==> src/design/w2s_pkg.sv <==
// shared types, constants and helper functions of the world-to-screen projection
package w2s_pkg;

  // register indexes on the configuration port
  localparam logic [2:0] REG_ROW_X_FIRST  = 3'd0;
  localparam logic [2:0] REG_ROW_X_SECOND = 3'd1;
  localparam logic [2:0] REG_ROW_Y_FIRST  = 3'd2;
  localparam logic [2:0] REG_ROW_Y_SECOND = 3'd3;
  localparam logic [2:0] REG_ROW_W_FIRST  = 3'd4;
  localparam logic [2:0] REG_ROW_W_SECOND = 3'd5;
  localparam logic [2:0] REG_WIDTH        = 3'd6;
  localparam logic [2:0] REG_HEIGHT       = 3'd7;

  // reset values
  localparam logic [63:0] PAIR_ONE_LOW  = 64'd1048576;
  localparam logic [63:0] PAIR_ONE_HIGH = 64'd4503599627370496;
  localparam logic [13:0] WIDTH_RESET   = 14'd1920;
  localparam logic [13:0] HEIGHT_RESET  = 14'd1080;

  // quotient bits resolved by the divider; larger quotients are clamped
  localparam int QBITS = 25;
  // clip value width (Q.8, unsaturated)
  localparam int CW = 38;
  // scaled numerator width
  localparam int NW = 56;
  // divisor width (twice |w|)
  localparam int EW = CW + 1;

  typedef struct packed {
    logic signed [23:0] world_x;
    logic signed [23:0] world_y;
    logic signed [23:0] world_z;
  } in_t;

  typedef struct packed {
    logic signed [23:0] screen_x;
    logic signed [23:0] screen_y;
    logic signed [31:0] depth_w;
    logic               depth_is_zero;
  } out_t;

  typedef struct packed {
    logic [63:0] x_first;
    logic [63:0] x_second;
    logic [63:0] y_first;
    logic [63:0] y_second;
    logic [63:0] w_first;
    logic [63:0] w_second;
  } matrix_t;

  typedef struct packed {
    logic signed [CW-1:0] cx;
    logic signed [CW-1:0] cy;
    logic signed [CW-1:0] w;
  } clip_t;

  // fields that ride alongside the division
  typedef struct packed {
    logic signed [31:0] depth_w;
    logic               w_zero;
    logic               cx_neg;
    logic               cy_neg;
  } side_t;

  typedef struct packed {
    logic [EW-1:0]    rem;
    logic [QBITS-1:0] dq;
  } div_step_t;

  // one restoring division step: dividend bits shift out, quotient bits shift in
  function automatic div_step_t div_step(input logic [EW-1:0] rem,
                                         input logic [QBITS-1:0] dq,
                                         input logic [EW-1:0] divisor);
    logic [EW:0] trial;
    logic [EW:0] diff;
    div_step_t   r;
    trial = {rem, dq[QBITS-1]};
    diff  = trial - {1'b0, divisor};
    if (trial >= {1'b0, divisor}) begin
      r.rem = diff[EW-1:0];
      r.dq  = {dq[QBITS-2:0], 1'b1};
    end else begin
      r.rem = trial[EW-1:0];
      r.dq  = {dq[QBITS-2:0], 1'b0};
    end
    return r;
  endfunction

  function automatic logic signed [23:0] sat24(input logic signed [27:0] v);
    if (v > 28'sd8388607) begin
      return 24'sh7FFFFF;
    end else if (v < -28'sd8388608) begin
      return 24'sh800000;
    end
    return v[23:0];
  endfunction

  function automatic logic signed [31:0] sat32(input logic signed [CW-1:0] v);
    if (v > CW'(64'sd2147483647)) begin
      return 32'sh7FFFFFFF;
    end else if (v < -CW'(64'sd2147483648)) begin
      return 32'sh80000000;
    end
    return v[31:0];
  endfunction

endpackage

==> src/design/w2s_out_buffer.sv <==
// two-entry output buffer that decouples the pipeline from the result consumer
module w2s_out_buffer (
  input  logic          clk,
  input  logic          rst,
  input  logic          push,
  input  w2s_pkg::out_t push_item,
  output logic          full,
  output logic          out_valid,
  input  logic          out_ready,
  output w2s_pkg::out_t out_item
);

  logic          head_v, tail_v;
  w2s_pkg::out_t tail_item;
  logic          pop;

  assign pop       = head_v && out_ready;
  assign out_valid = head_v;
  assign full      = tail_v;

  // occupancy
  always_ff @(posedge clk) begin
    if (rst) begin
      head_v <= 1'b0;
      tail_v <= 1'b0;
    end else if (pop) begin
      head_v <= tail_v || push;
      tail_v <= tail_v && push;
    end else if (push) begin
      head_v <= 1'b1;
      tail_v <= head_v;
    end
  end

  // item storage
  always_ff @(posedge clk) begin
    if (pop) begin
      if (tail_v) begin
        out_item <= tail_item;
        if (push) begin
          tail_item <= push_item;
        end
      end else if (push) begin
        out_item <= push_item;
      end
    end else if (push) begin
      if (head_v) begin
        tail_item <= push_item;
      end else begin
        out_item <= push_item;
      end
    end
  end

`ifndef SYNTH
  a_tail_needs_head: assert property (@(posedge clk) disable iff (rst) tail_v |-> head_v)
    else $error("tail entry valid without head entry");
  a_fill: assert property (@(posedge clk) disable iff (rst)
      (push && !pop && head_v) |=> tail_v)
    else $error("pushed item lost while head held");
  a_drain: assert property (@(posedge clk) disable iff (rst)
      (pop && tail_v && !push) |=> (head_v && !tail_v))
    else $error("buffered item not moved to head");
`endif

endmodule

==> config.mk <==
export PLATFORM = sky130hd
export DESIGN_NAME = w2s_out_buffer
export DESIGN_NICKNAME = d
export VERILOG_FILES = /design/src/design/w2s_pkg.sv /design/src/design/w2s_out_buffer.sv
export SDC_FILE = /design/constraint.sdc
export NUM_CORES = 1
export LEC_CHECK = 0
export BUFFER_PORTS_ARGS = -buffer_cell sky130_fd_sc_hd__buf_4
export CORE_AREA = 2 2 167 87
export DETAILED_ROUTE_END_ITERATION = 12
export DIE_AREA = 0 0 169 89
export PLACE_DENSITY_LB_ADDON = 0.25
export SKIP_LAST_GASP = 1
export SLEW_MARGIN = 25
export SYNTH_ARGS = -nofsm -noshare
export SYNTH_HDL_FRONTEND = slang
export SYNTH_SLANG_ARGS = --single-unit
==> constraint.sdc <==
create_clock -name clk -period 7.1 [get_ports clk]
set_clock_uncertainty 0.15 [all_clocks]
set_input_delay 0.355 -clock clk [delete_from_list [all_inputs] [get_ports clk]]
set_output_delay 0.355 -clock clk [all_outputs]
set_load 0.03 [all_outputs]
==> results of run 1 <==
[sequential cells by signal, indices dropped and copies added (netlist names)]
signal     count
out_item      81
out_valid      1
full           1
tail_item     81
[stage by stage]
step                      setup WS (ps)  std cells
final                              4430        717
after global routing               4210        717
after CTS                          4390        717
after detailed placement           4340        603
after global placement             4410        603
after floorplan                    1730        265
[kinds of logic (layout without fill, tap and decap cells)]
group,count (synthesis),in the layout
compound gates,6,6
buf+inv,10,286
flops,164,164
mux,81,81
simple gates,4,4
[worst max-delay path by stage]
stage | startpoint | end | slack (ps)
2_1_floorplan | out_valid$_SDFFE_PP0P_ | out_item[0]$_DFFE_PP_ | 1730
3_3_place_gp | out_ready | tail_item[23]$_DFFE_PP_ | 4410
3_5_place_dp | out_ready | tail_item[55]$_DFFE_PP_ | 4340
4_1_cts | out_valid$_SDFFE_PP0P_ | tail_item[35]$_DFFE_PP_ | 4390
5_1_grt | out_valid$_SDFFE_PP0P_ | tail_item[29]$_DFFE_PP_ | 4210
6_report | out_valid$_SDFFE_PP0P_ | tail_item[29]$_DFFE_PP_ | 4430
[Yosys cell counts (all sizes together)]
library cell,n
a21oi,4
clkbuf,8
dfxtp,2
edfxtp,162
inv,2
mux2,81
nand3,1
nand3b,1
nor2,1
nor3,1
o21ai,2
[final cells by class]
class,instances,area [um2]
multi-input combinational,91,1020
tap,176,220
clock inverter,14,159
clock buffer,18,429
fill,942,4600
timing repair buffer,252,2100
inverter,2,7.51
sequential,164,4900
[report_power, final]
part | switching (mW) | internal [mW]
Combinational | 0.126 | 0.118
Sequential | 0.0128 | 1.12
Clock | 0.362 | 0.551
Total | 0.501 | 1.79
[timing repair]
item | 4_1_cts | 5_1_grt
endpoints found under the setup margin | 0 | 0
hold endpoints to repair | 83 | 0
hold buffers | 82 | 0
[routing by layer]
metal | GRT usage (%) | routed length, um | vias to the layer above
met1 | 18.6 | 4960 | 1625
met2 | 29.4 | 6120 | 82
met3 | 4.25 | 461 | 14
met4 | 7.77 | 207 | 0
met5 | 0 | 0 | -
li1 | - | - | 1587
[critical path: stages, from the launching register on]
cell and delay (ps):
dfxtp_1 500, o21ai_0 260, nor2_4 610, buf_4 730
==> metrics.md, run 1 <==
| Metric | Value |
|---|---|
| Post-Syn Area per Cell | between 20 and 25 um2 |
| RSZ-0062 raised after global routing | false |
| Fin crit period | between 2000 and 3000 ps |
| Share of layout cells above drive strength 1 | a little over half |
| Final hold slack | 140 ps |
| Final setup fails | 0 |
| Classification of the worst setup path | reg2reg |
| Share of Yosys cell area claimed by the top area cell type | roughly 80% |
| Die H | 89 um |
| RR Endpoint | tail_item[29]$_DFFE_PP_ |
| Reg2reg start | out_valid$_SDFFE_PP0P_ |
| Max_slew headroom | approximately 45% |
| Routed length per placed instance | approximately 16 um |
| CTS tree | built |
| Worst Hold Depth | 4 |
| PwrDens | 259 nW/um2 |
| Worst VDD drop | approximately 0.00015 V |
| Worst setup SP type | register |
| Clock sinks | 164 |
| Number of remaining DRC errors | 0 |
| Period utilization | a little under two fifths |
| Max Fanout on Critical Path | 57 |
| FP Rows | 30 |
| Mapped cell area | about 6000 um2 |
| Diodes inserted | 0 |
| ANT nets after route | 0 |
| Synthesized Nets | 350 |
| Final hold vios | 0 |
| Leak | 3.39 nW |
| GR Overflow Total | 0 |
| Setup TNS | 0 ps |
| P&R area growth vs syn | 46.7% |
| Netlist cell types | 12 |
| Initial DRC count | 212 |
| Minimum setup slack among reg-to-reg paths | ~4400 ps |
| Number of gates resized after CTS | 0 |
| Largest net degree at the start of global routing | 60 |
| Synth Area in Compound Gates | less than 1% |
| Post-Syn Instances | 265 |
| DP HPWL | 6880 um |
| Largest family of logic cells by synthesized area | multiplexers |
| Vias | approximately 3.3k |
| 1st-pass router iterations | 5 |
| Vias in the first global route | between 3k and 4k |
| #FFs+latches synth | approximately 160 |
| Final-stage net count | 613 |
| Peak Freq | approximately 0.37 GHz |
| Least-Margin Pin Slew | ~800 ps |
| Commonest non-fill, non-tap cell in the layout | buf_4 |
| Clk Latency, worst-skew pair | around 400 ps |
| Antenna violations before repair | 0 |
| Register area share after synthesis | about four fifths |
| Reg clk slew, reported paths | about 60 ps |
| H-tree level count | 4 |
| Final slew viol count | 0 |
| Core Util, Final | between 60% and 70% |
| IO Port Bufs | about 170 |
| Xor-xnor portion of the synthesized cell area | 0% |
| Class of the worst hold path | in2reg |
| Overall power | approximately 2.3 mW |
| Critical Path RT | about 7000 ps |
| Initial core utilization | between 40% and 50% |
| Number of setup buffers added after CTS | 0 |
| Clock root buffer | clkbuf_16 |
| Critical Path AT | between 2000 and 3000 ps |
| Area after DPL | 7430 um2 |
| Ports | roughly 170 |
| Launch point of the worst hold path | out_ready |
| First-pass GRT wire length | ~18000 um |
| Synth Warn # | 0 |
| Core area | between 10000 and 15000 um2 |
| FF-to-FF path depth | 3 |
| CTS buffer count | 17 |
| Worst hold endpoint | full$_SDFFE_PP0P_ |
| Gr usage total | between 15 and 20% |
| Synth area leaders | edfxtp_1 81%, mux2_2 14%, clkbuf_8 1.8%, mux2_4 1.7%, dfxtp_1 0.66% |
| Synth area leader | edfxtp_1 |
| Clk buf depth | 2 |
| Die W | 169 um |
| Outcome | finished, final reports clean |
| Post-synthesis mux area share | 15.6% |
| Most frequent cells in the layout | 170 x buf_4, 162 x edfxtp_1, 82 x dlygate4sd3_1 |
| Die area | 15000 um2 |
| Design area | roughly 8800 um2 |
| Gpl congestion | approximately 0.83 |
| Fraction of the mapped netlist area in adder cells | 0% |
| Max cap viols | 0 |
| Routed Wire Length | ~12000 um |
| Area share of and/or/nand/nor cells after synthesis | 0.561% |
| Vias per cell | roughly 4.6 |
| Crit path capture type | register |
Note: power is estimated with default switching activity, not from simulation.
==> run 2: changes to the inputs <==
==> constraint.sdc (replaced) <==
create_clock -name clk -period 2.8 [get_ports clk]
set_clock_uncertainty 0.15 [all_clocks]
set_input_delay 0.14 -clock clk [delete_from_list [all_inputs] [get_ports clk]]
set_output_delay 0.14 -clock clk [all_outputs]
set_load 0.03 [all_outputs]
==> run 2 against run 1 <==
Net effect:
- sequential share of layout area fell by 0.76 points
- hold slack better by 170 ps
- register-to-register slack got worse by 3800 ps
- final cell count is 0.98% higher
- total power increased to 2.6 times the previous value
- largest cell class unchanged
- largest power group unchanged
==> metrics.md, run 2 (synthesized netlist as in run 1, its figures left out) <==
| Metric | Value |
|---|---|
| PwrDens | 663 nW/um2 (+160%) |
| Gpl congestion | 0.691 (-17%) |
| P&R area growth vs syn | 48.7% |
| Core area | 13400 um2 (unchanged) |
| Period utilization | 77.1% (+39 points) |
| Least-Margin Pin Slew | 636 ps (-183 ps) |
| Final setup fails | 0 (unchanged) |
| Classification of the worst setup path | reg2reg |
| Max Fanout on Critical Path | 7 (-88%) |
| Area of the multi-input gates | 1020 um2 (unchanged) |
| Class of the worst hold path | in2reg |
| Vias in the first global route | 3629 (+1.0%) |
| Biggest regs | out_item x81, tail_item x81 |
| Clk Latency, worst-skew pair | 400 ps (about the same) |
| Number of gates resized after CTS | 0 (unchanged) |
| RSZ-0062 raised after global routing | false |
| Worst hold endpoint | tail_item[41]$_DFFE_PP_ |
| GR Overflow Total | 0 (unchanged) |
| Final-stage net count | 620 (+1.1%) |
| Share of layout cells above drive strength 1 | 52.0% (-0.12 points) |
| Die W | 169 um (unchanged) |
| Clock root buffer | clkbuf_16 |
| CP most frequent cell | dlygate4sd3_1 |
| Reg2reg start | out_valid$_SDFFE_PP0P_ |
| Initial core utilization | 44.8% (unchanged) |
| IO Port Bufs | 167 (unchanged) |
| Routed length per placed instance | 16.5 um (+0.96%) |
| Leak | 3.46 nW (+2.1%) |
| CP Buf/Inv Count | 2 (+1) |
| Post-Layout Cell Count | 724 (+0.98%) |
| Critical Path RT | 2990 ps (-4000 ps) |
| Core Util, Final | 66.7% (+0.91 points) |
| Minimum setup slack among reg-to-reg paths | 640 ps (-3790 ps) |
| Die H | 89 um (unchanged) |
| Max_slew headroom | 57.6% (+12 points) |
| CP startpoint | out_valid$_SDFFE_PP0P_ |
| CTS tree | built |
| CP top delay family | buffers and inverters |
| Final hold vios | 0 (unchanged) |
| Number of setup buffers added after CTS | 0 (unchanged) |
| Die area | 15000 um2 (unchanged) |
| FF-to-FF path depth | 4 (+1) |
| Initial DRC count | 142 (-33%) |
| Fin crit period | 2160 ps (-510 ps) |
| Number of remaining DRC errors | 0 (unchanged) |
| CP peak stage delay | 590 ps (-140 ps) |
| Largest net degree at the start of global routing | 82 (+37%) |
| Clk buf depth | 2 (unchanged) |
| Reg clk slew, reported paths | 60 ps (about the same) |
| Final hold slack | 308 ps (+168 ps) |
| Vias | 3403 (+2.9%) |
| Max cap viols | 0 (unchanged) |
| Launch point of the worst hold path | push_item[41] |
| Reg area | 4900 um2 (unchanged) |
| Ports | 168 (unchanged) |
| Outcome | finished, final reports clean |
| First-pass GRT wire length | 18600 um (+2.0%) |
| DP HPWL | 7160 um (+4.2%) |
| RR Endpoint | full$_SDFFE_PP0P_ |
| Clock sinks | 164 (unchanged) |
| Crit path capture type | register |
| Critical Path AT | 2350 ps (-200 ps) |
| FP Rows | 30 (unchanged) |
| 1st-pass router iterations | 4 (-1) |
| Placed cells | 606 (+0.50%) |
| Final slew viol count | 0 (unchanged) |
| Setup TNS | 0 ps (unchanged) |
| Peak Freq | 0.463 GHz (+24%) |
| Worst setup SP type | register |
| CTS buffer count | 17 (unchanged) |
| Most frequent cells in the layout | 171 x buf_4, 162 x edfxtp_1, 86 x dlygate4sd3_1 |
| Worst VDD drop | 0.000388 V (+160%) |
| Commonest non-fill, non-tap cell in the layout | buf_4 |
| ANT nets after route | 0 (unchanged) |
| Worst-path cell with the longest stage delay | dlygate4sd3_1 |
| Vias per cell | 4.70 (+1.9%) |
| Filler instances | 974 (+3.4%) |
| Routed Wire Length | 12000 um (+1.9%) |
| Worst Hold Depth | 2 (-2) |
| Overall power | 5.94 mW (+160%) |
| Diodes inserted | 0 (unchanged) |
| CP cell instances | o21ai_0, dlygate4sd3_1, nor3_1, dlygate4sd3_1 |
| Gr usage total | 16.4% (+0.13 points) |
| Post-CTS Hold Fix Bufs | 86 (+4.9%) |
| Antenna violations before repair | 0 (unchanged) |
| H-tree level count | 4 (unchanged) |
## run 2: changes by cell type in the layout (fill, tap and decap cells not counted), sizes merged
cell / before / now
clkinvlp: 4 / 1
buf: 170 / 173
dlygate4sd3: 82 / 86
inv: 4 / 3
clkbuf: 18 / 23
bufinv: 3 / 4
clkinv: 5 / 3
## run 2: per-layer routing
metal | up-vias | track usage [%] | share of wire (%)
met3 | 17 | 3.54 | 3.9
met1 | 1691 | 20.4 | 43
met5 | - | 0 | 0
li1 | 1600 | - | -
met2 | 95 | 28.7 | 51
met4 | 0 | 6.84 | 1.9
## run 2: cell type report
| cell class | instances | area share, % |
|---|---|---|
| sequential | 164 | 54.7 |
| timing repair buffer | 259 | 24.4 |
| multi-input combinational | 91 | 11.4 |
| clock buffer | 23 | 5.22 |
| tap | 176 | 2.46 |
| clock inverter | 9 | 1.73 |
| inverter | 2 | 0.0838 |
## run 2: through the flow
stage | setup WS (ps) | cell area (um2)
after global routing | 543 | 8960
after global placement | 880 | 7480
after CTS | 702 | 8960
after detailed placement | 846 | 7480
final | 642 | 8960
after floorplan | -776 | 6040
## run 2: worst max path at each step
stage / to / slack (ps) / depth (start not counted)
final: full$_SDFFE_PP0P_ / 640 / 4
after global routing: full$_SDFFE_PP0P_ / 540 / 4
after CTS: full$_SDFFE_PP0P_ / 700 / 5
after detailed placement: tail_item[72]$_DFFE_PP_ / 850 / 3
after global placement: tail_item[73]$_DFFE_PP_ / 880 / 3
after floorplan: out_item[0]$_DFFE_PP_ / -780 / 2
## run 2: power by group
| part | internal, mW | switching [mW] |
|---|---|---|
| registers | 2.83 | 0.0334 |
| clock network | 1.55 | 0.898 |
| logic | 0.309 | 0.320 |
